`src/hdl/sli_pkg.sv`:
```
package sli_pkg;

    localparam int CAPACITY = 128;
    localparam int AW = (CAPACITY > 1) ? $clog2(CAPACITY) : 1;
    localparam int CW = $clog2(CAPACITY + 1);
    // wide enough to compare a position with the count plus one
    localparam int XW = ((CW > 8) ? CW : 8) + 1;

    localparam logic CMD_INSERT = 1'b0;
    localparam logic CMD_DELETE = 1'b1;

    typedef enum logic [1:0] {
        ST_DONE  = 2'd0,
        ST_RANGE = 2'd1,
        ST_FULL  = 2'd2
    } t_status;

    typedef struct packed {
        logic       cmd;
        logic [7:0] position;
        logic [7:0] elem_age;
        logic [7:0] elem_name;
    } t_in_word;

    typedef struct packed {
        t_status    status;
        logic [7:0] removed_age;
        logic [7:0] removed_name;
        logic [7:0] list_length;
    } t_out_word;

    typedef struct packed {
        logic load;
        logic rd;
        logic finish;
    } t_dp_cmd;

    typedef struct packed {
        logic rd_more;
        logic drained;
    } t_dp_stat;

endpackage

```
`src/hdl/sli_ctrl.sv`:
```
module sli_ctrl (
    input  logic              i_clk,
    input  logic              i_rst_n,
    input  logic              i_in_valid,
    output logic              o_in_ready,
    output logic              o_out_valid,
    input  logic              i_out_ready,
    input  sli_pkg::t_dp_stat i_stat,
    output sli_pkg::t_dp_cmd  o_cmd
);
    import sli_pkg::*;

    typedef enum logic [1:0] {
        S_IDLE,
        S_SHIFT,
        S_FINISH
    } t_state;

    t_state r_state;
    logic   r_out_valid;

    assign o_in_ready  = (r_state == S_IDLE);
    assign o_out_valid = r_out_valid;

    always_comb begin
        o_cmd.load   = i_in_valid && (r_state == S_IDLE);
        o_cmd.rd     = (r_state == S_SHIFT) && i_stat.rd_more;
        // the result register must be free or emptying this cycle
        o_cmd.finish = (r_state == S_FINISH) && (!r_out_valid || i_out_ready);
    end

    always_ff @(posedge i_clk) begin
        if (!i_rst_n) begin
            r_state     <= S_IDLE;
            r_out_valid <= 1'b0;
        end else begin
            case (r_state)
                S_IDLE: begin
                    if (o_cmd.load) begin
                        r_state <= S_SHIFT;
                    end
                end
                S_SHIFT: begin
                    if (i_stat.drained) begin
                        r_state <= S_FINISH;
                    end
                end
                S_FINISH: begin
                    if (o_cmd.finish) begin
                        r_state <= S_IDLE;
                    end
                end
                default: begin
                    r_state <= S_IDLE;
                end
            endcase
            if (o_cmd.finish) begin
                r_out_valid <= 1'b1;
            end else if (i_out_ready) begin
                r_out_valid <= 1'b0;
            end
        end
    end

`ifndef ASSERT_OFF
    a_finish_shows: assert property (@(posedge i_clk) disable iff (!i_rst_n)
        o_cmd.finish |=> r_out_valid)
        else $error("result not presented after commit");
    a_no_read_idle: assert property (@(posedge i_clk) disable iff (!i_rst_n)
        (r_state != S_SHIFT) |-> !o_cmd.rd)
        else $error("memory read outside shift");
    a_load_leaves_idle: assert property (@(posedge i_clk) disable iff (!i_rst_n)
        o_cmd.load |=> (r_state == S_SHIFT) && !o_in_ready)
        else $error("accepted word did not start shift");
`endif

endmodule

```
`src/hdl/sli_dpath.sv`:
```
module sli_dpath (
    input  logic               i_clk,
    input  logic               i_rst_n,
    input  sli_pkg::t_in_word  i_in_data,
    input  sli_pkg::t_dp_cmd   i_cmd,
    output sli_pkg::t_dp_stat  o_stat,
    output sli_pkg::t_out_word o_out_data
);
    import sli_pkg::*;

    logic [15:0]   mem [CAPACITY];

    logic          r_cmd;
    logic [7:0]    r_pos;
    logic [15:0]   r_elem;
    logic [CW-1:0] r_count;
    logic [CW-1:0] r_left;
    logic [AW-1:0] r_addr;
    logic [AW-1:0] r_wr_addr;
    logic [15:0]   r_rd_data;
    logic          r_rdv;
    logic          r_first;
    logic [15:0]   r_removed;
    t_out_word     r_out;

    logic [XW-1:0] pos_x;
    logic [XW-1:0] pos_in_x;
    logic [XW-1:0] cnt_x;
    logic          pos_ok;
    logic          full;
    logic          ok;
    t_status       status;
    logic [CW-1:0] n_count;
    logic          wr_shift;
    logic          wr_elem;
    logic          wr_en;
    logic [AW-1:0] wr_addr;
    logic [15:0]   wr_data;

    always_comb begin
        pos_x    = XW'(r_pos);
        pos_in_x = XW'(i_in_data.position);
        cnt_x    = XW'(r_count);
        full     = (cnt_x == XW'(CAPACITY));
        if (r_cmd == CMD_DELETE) begin
            pos_ok = (pos_x != '0) && (pos_x <= cnt_x);
            ok     = pos_ok;
        end else begin
            pos_ok = (pos_x != '0) && (pos_x <= cnt_x + XW'(1));
            ok     = pos_ok && !full;
        end
        if (!pos_ok) begin
            status = ST_RANGE;
        end else if (!ok) begin
            status = ST_FULL;
        end else begin
            status = ST_DONE;
        end
        if (!ok) begin
            n_count = r_count;
        end else if (r_cmd == CMD_DELETE) begin
            n_count = r_count - CW'(1);
        end else begin
            n_count = r_count + CW'(1);
        end
    end

    // the first word read on a delete is the removed entry, not moved
    assign wr_shift = r_rdv && !((r_cmd == CMD_DELETE) && r_first);
    assign wr_elem  = i_cmd.finish && (r_cmd == CMD_INSERT) && ok;
    assign wr_en    = wr_shift || wr_elem;
    assign wr_addr  = wr_elem ? AW'(pos_x - XW'(1)) : r_wr_addr;
    assign wr_data  = wr_elem ? r_elem : r_rd_data;

    assign o_stat.rd_more = ok && (r_left != '0);
    assign o_stat.drained = !o_stat.rd_more && !r_rdv;
    assign o_out_data     = r_out;

    always_ff @(posedge i_clk) begin
        if (wr_en) begin
            mem[wr_addr] <= wr_data;
        end
        if (i_cmd.rd) begin
            r_rd_data <= mem[r_addr];
        end
    end

    always_ff @(posedge i_clk) begin
        if (i_cmd.load) begin
            r_cmd  <= i_in_data.cmd;
            r_pos  <= i_in_data.position;
            r_elem <= {i_in_data.elem_name, i_in_data.elem_age};
            r_left <= CW'(cnt_x - pos_in_x + XW'(1));
            if (i_in_data.cmd == CMD_DELETE) begin
                r_addr <= AW'(pos_in_x - XW'(1));
            end else begin
                r_addr <= AW'(cnt_x - XW'(1));
            end
        end else if (i_cmd.rd) begin
            r_left <= r_left - CW'(1);
            if (r_cmd == CMD_DELETE) begin
                r_addr    <= r_addr + AW'(1);
                r_wr_addr <= r_addr - AW'(1);
            end else begin
                r_addr    <= r_addr - AW'(1);
                r_wr_addr <= r_addr + AW'(1);
            end
        end
        if (r_rdv && r_first) begin
            r_removed <= r_rd_data;
        end
        if (i_cmd.finish) begin
            r_out.status      <= status;
            r_out.list_length <= 8'(XW'(n_count));
            if (ok && (r_cmd == CMD_DELETE)) begin
                r_out.removed_age  <= r_removed[7:0];
                r_out.removed_name <= r_removed[15:8];
            end else begin
                r_out.removed_age  <= '0;
                r_out.removed_name <= '0;
            end
        end
    end

    always_ff @(posedge i_clk) begin
        if (!i_rst_n) begin
            r_count <= '0;
            r_rdv   <= 1'b0;
            r_first <= 1'b0;
        end else begin
            r_rdv <= i_cmd.rd;
            if (i_cmd.load) begin
                r_first <= 1'b1;
            end else if (r_rdv) begin
                r_first <= 1'b0;
            end
            if (i_cmd.finish) begin
                r_count <= n_count;
            end
        end
    end

`ifndef ASSERT_OFF
    a_count_cap: assert property (@(posedge i_clk) disable iff (!i_rst_n)
        XW'(r_count) <= XW'(CAPACITY))
        else $error("element count above capacity");
    a_drained_commit: assert property (@(posedge i_clk) disable iff (!i_rst_n)
        i_cmd.finish |-> !r_rdv && !i_cmd.rd)
        else $error("commit with shift still in flight");
    a_shift_in_list: assert property (@(posedge i_clk) disable iff (!i_rst_n)
        wr_shift |-> (XW'(r_wr_addr) <= cnt_x))
        else $error("shift write beyond list end");
`endif

endmodule

```
`src/hdl/sequential_list_insert_delete.sv`:
```
// ordered list of up to CAPACITY elements (age byte, name byte), held in a
// single memory with a registered read port.
// input channel: i_in_valid / o_in_ready / i_in_data. cmd selects insert
// before a 1-based position or delete at a position.
// output channel: o_out_valid / i_out_ready / o_out_data, one word per
// input word: status, removed element (zero unless a delete succeeds) and
// the list length after the operation.
// timing: an accepted word reads the n = length - position + 1 entries from
// the position on (none when rejected; a delete moves all but the first),
// one memory read and one write per cycle. the result is registered once
// the shift has drained and the result register is free, and a new word is
// taken in the cycle after that. the shift loop over the memory port means
// a new word is not taken until the last one has been committed.
// the result register lets the next word be accepted while a result is
// still waiting; if the receiver keeps stalling, the following commit
// waits until the register empties.
// reset (synchronous, active low) empties the list; memory contents are
// not cleared and are never read before written.
module sequential_list_insert_delete (
    input  logic               i_clk,
    input  logic               i_rst_n,
    input  logic               i_in_valid,
    output logic               o_in_ready,
    input  sli_pkg::t_in_word  i_in_data,
    output logic               o_out_valid,
    input  logic               i_out_ready,
    output sli_pkg::t_out_word o_out_data
);
    import sli_pkg::*;

    t_dp_cmd  dp_cmd;
    t_dp_stat dp_stat;

    sli_ctrl u_ctrl (
        .i_clk       (i_clk),
        .i_rst_n     (i_rst_n),
        .i_in_valid  (i_in_valid),
        .o_in_ready  (o_in_ready),
        .o_out_valid (o_out_valid),
        .i_out_ready (i_out_ready),
        .i_stat      (dp_stat),
        .o_cmd       (dp_cmd)
    );

    sli_dpath u_dpath (
        .i_clk      (i_clk),
        .i_rst_n    (i_rst_n),
        .i_in_data  (i_in_data),
        .i_cmd      (dp_cmd),
        .o_stat     (dp_stat),
        .o_out_data (o_out_data)
    );

endmodule

```
`config.mk`:
```
export PLATFORM = sky130hd
export DESIGN_NAME = sequential_list_insert_delete
export DESIGN_NICKNAME = d
export VERILOG_FILES = /design/src/hdl/sli_pkg.sv /design/src/hdl/sli_ctrl.sv /design/src/hdl/sli_dpath.sv /design/src/hdl/sequential_list_insert_delete.sv
export SDC_FILE = /design/constraint.sdc
export NUM_CORES = 2
export LEC_CHECK = 0
export BUFFER_PORTS_ARGS = -buffer_cell sky130_fd_sc_hd__clkbuf_2
export CORE_MARGIN = 5
export CORE_UTILIZATION = 50
export DETAILED_ROUTE_END_ITERATION = 8
export PLACE_DENSITY = 0.72
export REMOVE_ABC_BUFFERS = 1
export SLEW_MARGIN = 25
export SYNTH_ARGS = -nofsm -noshare
export SYNTH_HDL_FRONTEND = slang
export SYNTH_SLANG_ARGS = --single-unit
```
`constraint.sdc`:
```
create_clock -name i_clk -period 8.8 [get_ports i_clk]
set_clock_uncertainty 0.05 [all_clocks]
set_input_delay 0.44 -clock i_clk [delete_from_list [all_inputs] [get_ports i_clk]]
set_output_delay 0.44 -clock i_clk [all_outputs]
set_load 0.01 [all_outputs]
```
==> After elaboration in Yosys (flattened, before gate mapping) <==
Memory sizes are Yosys's and may differ from the RTL's. A register that Yosys moved wholly into a read port is not among the register bits.
Index checks and enable logic that the tools add are counted.
{ "totals": {"mem_bits_rw": 2048, "latchBits": 0, "memories": 1, "regBits": 102, "romBits": 0} }
{ "classes": {"n_shift": 0, "reduce_logical": 29, "add_sub_neg": 11, "n_lt_le_gt_ge": 2, "n_eq_ne": 6, "n_mul": 0, "div": 0, "n_bitwise": 2, "muxes": 24} }
{ "mem_list": {"columns": ["name", "depth", "width", "read_ports", "rd_ports_with_merged_regs", "write_ports", "line_no", "source"], "rows": [
  ["u_dpath.mem", 128, 16, 1, 1, 1, "sli_dpath.sv:11", "logic [15:0] mem [CAPACITY];"]
]} }
{ "op_table": {"columns": ["operator", "n"], "rows": [
  ["7-bit two-way mux", 6],
  ["8-bit two-way mux", 4],
  ["7-bit by 1-bit subtractor with 7-bit output, second input constant", 4],
  ["8-bit by 1-bit adder with 8-bit output, second input constant", 2],
  ["16-bit two-way mux", 1],
  ["8-bit nonzero test", 2],
  ["8-bit by 1-bit subtractor with 8-bit output, second input constant", 2],
  ["1-bit logical AND", 14],
  ["8-bit by 1-bit adder with 9-bit output, second input constant", 1],
  ["8-bit by 9-bit <= comparator with 1-bit output", 1],
  ["8-bit equality test, second input constant", 1],
  ["8-bit <= comparator", 1],
  ["1-bit two-way mux", 8],
  ["2-bit two-way mux", 4],
  ["8-bit subtractor", 1],
  ["7-bit by 1-bit adder with 7-bit output, second input constant", 1],
  ["2-bit case mux with 3 select lines", 1],
  ["2-bit nonzero test", 3],
  ["1-bit zero test", 5],
  ["2-bit by 1-bit inequality test with 1-bit output, second input constant", 2],
  ["3-bit AND reduction", 1],
  ["2-bit by 1-bit equality test with 1-bit output, second input constant", 1],
  ["2-bit equality test, second input constant", 1],
  ["2-bit zero test", 1],
  ["other kinds (4)", 6]
]} }

==> Depth between registers and ports, before layout <==
{ "logic_depth": {"ltp_word": 10, "mapped_depth": 14, "ltp_nobuf": 13} }

==> Cells and area by module <==
A second synthesis with hierarchy kept.
{ "unflattened": {"cells_unflattened": 3987, "hier_area_um2": 85610.9} }
{ "by_module_without_submodules": {"columns": ["module", "cells_each", "instances", "area_each_um2"], "rows": [
  ["sli_dpath", 3970, 1, 85468.2],
  ["sli_ctrl", 17, 1, 142.6]
]} }

==> Least setup slack after synthesis <==
No wires, ideal clock.
{ "synth_path": {"path_kind": "reg2reg", "from": "register u_dpath.r_count[0]", "to": "memory u_dpath.mem[121][0], enable pin", "path_stages_with_launch": 14, "required_ps": 8320, "setup_slack_ps": 3919, "setup_ps": 430, "t_arrival_ps": 4401, "path_cell_list": "dfxtp_1 inv_1 ha_1 inv_1 ha_1 nor2b_1 o21ai_1 a211oi_1 o41ai_2 buf_2 a21oi_1 nor2_1 buf_2 nor4_1"} }
{ "synth_between": {"elab_chain_cells": 9} }
{ "synth_rtl": {"columns": ["element", "line_no", "source"], "rows": [
  ["start, declared", "sli_dpath.sv:16", "logic [CW-1:0] r_count;"],
  ["start signal, assigned", "sli_dpath.sv:138", "r_count <= n_count;"],
  ["8-bit by 1-bit adder with 9-bit output", "sli_dpath.sv:49", "pos_ok = (pos_x != '0) && (pos_x <= cnt_x + XW'(1));"],
  ["8-bit by 9-bit <= comparator with 1-bit output", "sli_dpath.sv:49", null],
  ["1-bit logical AND", "sli_dpath.sv:49", null],
  ["1-bit logical AND", "sli_dpath.sv:50", "ok = pos_ok && !full;"],
  ["1-bit two-way mux *", "sli_dpath.sv:45", "if (r_cmd == CMD_DELETE) begin"],
  ["1-bit logical AND *", "sli_dpath.sv:70", "assign wr_elem = i_cmd.finish && (r_cmd == CMD_INSERT) && ok;"],
  ["1-bit logical OR", "sli_dpath.sv:71", "assign wr_en = wr_shift || wr_elem;"],
  ["1-bit two-way mux", "sli_dpath.sv:80", "if (wr_en) begin"],
  ["1-bit two-way mux (not written as such)", "sli_dpath.sv:81", "mem[wr_addr] <= wr_data;"],
  ["end, declared", "sli_dpath.sv:11", null]
]} }
Every way passes the cells marked *; elsewhere a longest branch is shown, timed or not.

==> Final worst setup path <==
{ "layout_path": {"from": "register u_dpath.r_count[2]", "to": "memory u_dpath.mem[70][4] (data pin)"} }
{ "layout_between": {"elab_chain_cells": 7} }
{ "layout_rtl": {"columns": ["element", "line_no", "source"], "rows": [
  ["8-bit by 1-bit adder with 9-bit output", "sli_dpath.sv:49", null],
  ["8-bit by 9-bit <= comparator with 1-bit output", "sli_dpath.sv:49", null],
  ["1-bit logical AND", "sli_dpath.sv:49", null],
  ["1-bit logical AND", "sli_dpath.sv:50", null],
  ["1-bit two-way mux *", "sli_dpath.sv:45", null],
  ["1-bit logical AND *", "sli_dpath.sv:70", null],
  ["16-bit two-way mux *", "sli_dpath.sv:73", "assign wr_data = wr_elem ? r_elem : r_rd_data;"],
  ["named net u_dpath.wr_data[4]", "sli_dpath.sv:38", "logic [15:0] wr_data;"]
]} }
Mark *: on every way through the listed nets, which the timed path passes. The rest lies on a longest branch.

==> results by group <==
Floorplan
  – I/O pins: 57
  – Die footprint: 180000 sq um
  – Starting Density: 50.4%
  – Die height: 424 microns
  – Core Box Area: ~170000 sq um
  – Die W: 424 microns
  – Num rows: about 150

Worst hold path
  – HP Class: in -> reg

Detailed routing
  – DRC viols: 0
  – Starting DRT DRC Count: 5602
  – WL/cell: 31.6 microns
  – Final ANT Viol Nets: 0
  – Routed WL: 212000 microns
  – Drt pass-1 iters: 8
  – Total number of vias: about 43000
  – Vias per cell: between 6 and 7

Critical path
  – End of the critical path: u_dpath.mem[70][4]
  – Endpoint class of the critical path: register
  – Critical Path Start: u_dpath.r_count[2]
  – Crit path DAT: 5.78 ns
  – WP data required: about 9.2 ns
  – R2R Path Start: u_dpath.r_count[2]
  – CP startpoint kind: register
  – FF-to-FF End: u_dpath.mem[70][4]
  – Kind of critical path: reg -> reg
  – CP max FO: 65
  – Worst Reg-to-Reg Cells: 12
  – FF-to-FF setup slack: between 3 and 4 ns

Synth
  – Cell with the most instances after synthesis: edfxtp_1
  – Synth cell count leaders: 2153 x edfxtp_1, 525 x mux4_2, 154 x nor3_1, 143 x mux2i_1, 116 x a21oi_1
  – Post-synth EDFFs: 2153
  – Cell taking the most area after synthesis: edfxtp_1
  – Post-synthesis register bit count: 2166
  – Top FF cell, synth: edfxtp_1
  – Seq/Total Area, Yosys: 75.8%
  – Cells after synthesis: 4066
  – Mapped Area: 85600 sq um
  – Share of the synthesized area in the top cell type: 75.5%
  – Ranking of synthesized cells by area: edfxtp_1 76%, mux4_2 14%, mux2i_1 1.7%, nor3_1 0.90%, a21oi_1 0.68%
  – Netlist cell types: 73
  – YS warnings: 0
  – Mean post-synth cell area: ~21 sq um
  – Fraction of registers with async set/reset: 0%

Clocking
  – CTS tree: done
  – Clk Tree Root Cell: clkbuf_16
  – Max Root-Sink Buffers: 3
  – Clock sink count: 2166
  – Num CTS Buffers: 205
  – Insertion delay to the later sink of the worst-skew pair: 0.83 ns
  – H-tree depth: 4
  – Clock transition at the registers of the reported paths: approximately 0.060 ns

Global route
  – Vias in the first global route: 43225
  – First-pass GRT wire length: 307000 microns
  – Largest net degree at the start of global routing: 113
  – All-Layer GR Usage: 23.6%
  – Initial antenna violation count: 5
  – Congestion Overflow GR: 0

Timing
  – Tcrit/Tclk final: 60.9%
  – Normalized max-slew margin: 29.7%
  – Fmax: 187 MHz
  – Tightest Pin Transition: 1.05 ns
  – RSZ-0062 raised after global routing: no
  – Final min period: 5.36 ns
  – Setup violations, final: 0
  – Fin. max-slew vios: 0
  – Final Hold Fails: 0

Run
  – Max-Cap Viols: 0

Outcome
  – Status: finished, final reports clean

Power
  – Tot Pwr: 22.9 mW
  – Switching share of power: 24.6%
  – Internal Power: 17.3 mW
  – Clock share of power: around 37%
  – Worst vdd ir: 0.230 mV
  – P_sw: 5.65 mW
  – Flop pwr share: 50.0%
  – Pwr dens: 237 nW/um^2
  – Comb pwr share: 12.7%
  – Leakage: 30.6 nW

Layout
  – Area grow syn2layout: 13.2%
  – Layout Nets: 4406
  – Share of cells above drive strength 1: 28.1%
  – Final Util: 57.0%
  – Diodes inserted: 0

Placement
  – Global placer's final weighted congestion: about 0.92
  – I/O Buffers: 56
  – Post-DP HPWL: 126000 microns
==> cell type report <==
| cell class | instances | area, sq um |
|---|---|---|
| flip-flops and latches | 2166 | 64900 |
| repair buffers | 292 | 2260 |
| multi-input cells | 1625 | 20300 |
| well taps | 2218 | 2780 |
| clock inverters | 122 | 1140 |
| fillers | 11977 | 73000 |
| clock buffers | 253 | 5350 |
| inverters | 42 | 163 |
==> worst min-delay path by stage <==
stage / start / end / slack [ns] / cells after the start
CTS: i_in_data[15] / u_dpath.r_elem[7] / 0.23 / 2
detailed placement: u_dpath.r_rd_data[8] / u_dpath.r_removed[8] / 0.39 / 0
finish: i_in_data[15] / u_dpath.r_elem[7] / 0.29 / 2
global placement: u_dpath.r_rd_data[7] / u_dpath.r_removed[7] / 0.39 / 0
floorplan: u_dpath.r_rd_data[0] / u_dpath.r_removed[0] / 0.37 / 0
global route: i_in_data[12] / u_dpath.r_elem[4] / 0.28 / 2
==> layout by cell type (no fill, tap or decap), drive strengths merged, types with 24 or more instances in the layout <==
| cell | Yosys | routed |
|---|---|---|
| a221oi | 33 | 33 |
| xnor2 | 32 | 32 |
| ha | 43 | 43 |
| mux4 | 525 | 525 |
| nor3 | 157 | 157 |
| nor2 | 79 | 79 |
| mux2 | 24 | 24 |
| edfxtp | 2153 | 2153 |
| mux2i | 143 | 143 |
| a211oi | 37 | 37 |
| a21oi | 116 | 116 |
| nor2b | 33 | 33 |
| o22ai | 59 | 59 |
| clkbuf | 74 | 310 |
| inv | 39 | 53 |
| clkinv | 3 | 92 |
| nor4 | 38 | 38 |
| dlygate4sd3 | 0 | 28 |
| buf | 159 | 207 |
| nand2 | 68 | 68 |
| o21ai | 52 | 52 |
==> flip-flops by register name, summed over array words and instances (netlist names) <==
name and cells:
u_dpath.mem 2048, u_dpath.o_out_data 26, u_dpath.r_elem 16, u_dpath.r_rd_data 16
u_dpath.r_removed 16, u_dpath.r_count 8, u_dpath.r_left 8, u_dpath.r_pos 8
u_dpath.r_addr 7, u_dpath.r_wr_addr 7, u_ctrl.r_state 2, u_ctrl.o_out_valid 1
u_dpath.r_cmd 1, u_dpath.r_first 1, u_dpath.r_rdv 1
==> routing by layer <==
layer	share of wire, %	up-vias	GRT usage (%)
li1	-	17609	-
met1	38	22703	32.8
met2	48	2413	36.9
met3	10	422	5.44
met4	4.2	2	8.96
met5	0.0061	-	0
==> critical path, stage by stage (launching register included) <==
cell and delay [ns]:
dfxtp_1 0.59, nand3_1 0.21, nor4_1 0.41, xnor2_1 0.13, ha_1 0.30, nand3_1 0.12
a211oi_1 0.43, o41ai_4 0.13, buf_4 0.24, nand2_2 0.08, buf_4 0.60, mux2_4 0.81
buf_4 0.75
==> power by group through the flow <==
| stage | Combinational [mW] | Sequential, mW | Clock, mW |
|---|---|---|---|
| 6_report | 2.90 | 11.5 | 8.56 |
| 5_1_grt | 3.05 | 11.5 | 9.13 |
| 4_1_cts | 2.90 | 11.5 | 8.68 |
| 3_5_place_dp | 2.88 | 11.7 | 0 |
| 3_3_place_gp | 2.84 | 11.7 | 0 |
| 2_1_floorplan | 2.40 | 12.0 | 0 |
==> through the flow <==
stage | std cells | hold slack (ns) | TNS (ns) | area, sq um | setup WS [ns]
floorplan | 3833 | 0.370 | -447.64 | 84500 | -17.20
finish | 6718 | 0.294 | 0 | 96900 | 3.44
global placement | 6311 | 0.389 | 0 | 90000 | 3.32
CTS | 6716 | 0.231 | 0 | 96900 | 3.50
detailed placement | 6313 | 0.386 | 0 | 90100 | 3.56
global route | 6718 | 0.277 | 0 | 96900 | 3.25
==> cell families (layout without fill, tap and decap cells) <==
| group | count (synthesis) | count (layout) | synth area share [%] |
|---|---|---|---|
| buffers and inverters | 275 | 709 | 1.51 |
| XOR/XNOR | 48 | 48 | 0.491 |
| adder cells (fa/ha/maj) | 45 | 45 | 0.675 |
| multiplexers | 692 | 692 | 15.8 |
| flip-flops | 2166 | 2166 | 75.8 |
| AND/OR/NAND/NOR | 464 | 464 | 2.87 |
| AO/OA/AOI/OAI | 376 | 376 | 2.82 |
==> timing repair <==
item | 4_1_cts | 5_1_grt
hold buffers | 28 | 0
buffers inserted | 0 | 0
gates resized for setup | 0 | 0
hold endpoints to repair | 29 | 0
Note: power is estimated with default switching activity, not from simulation.
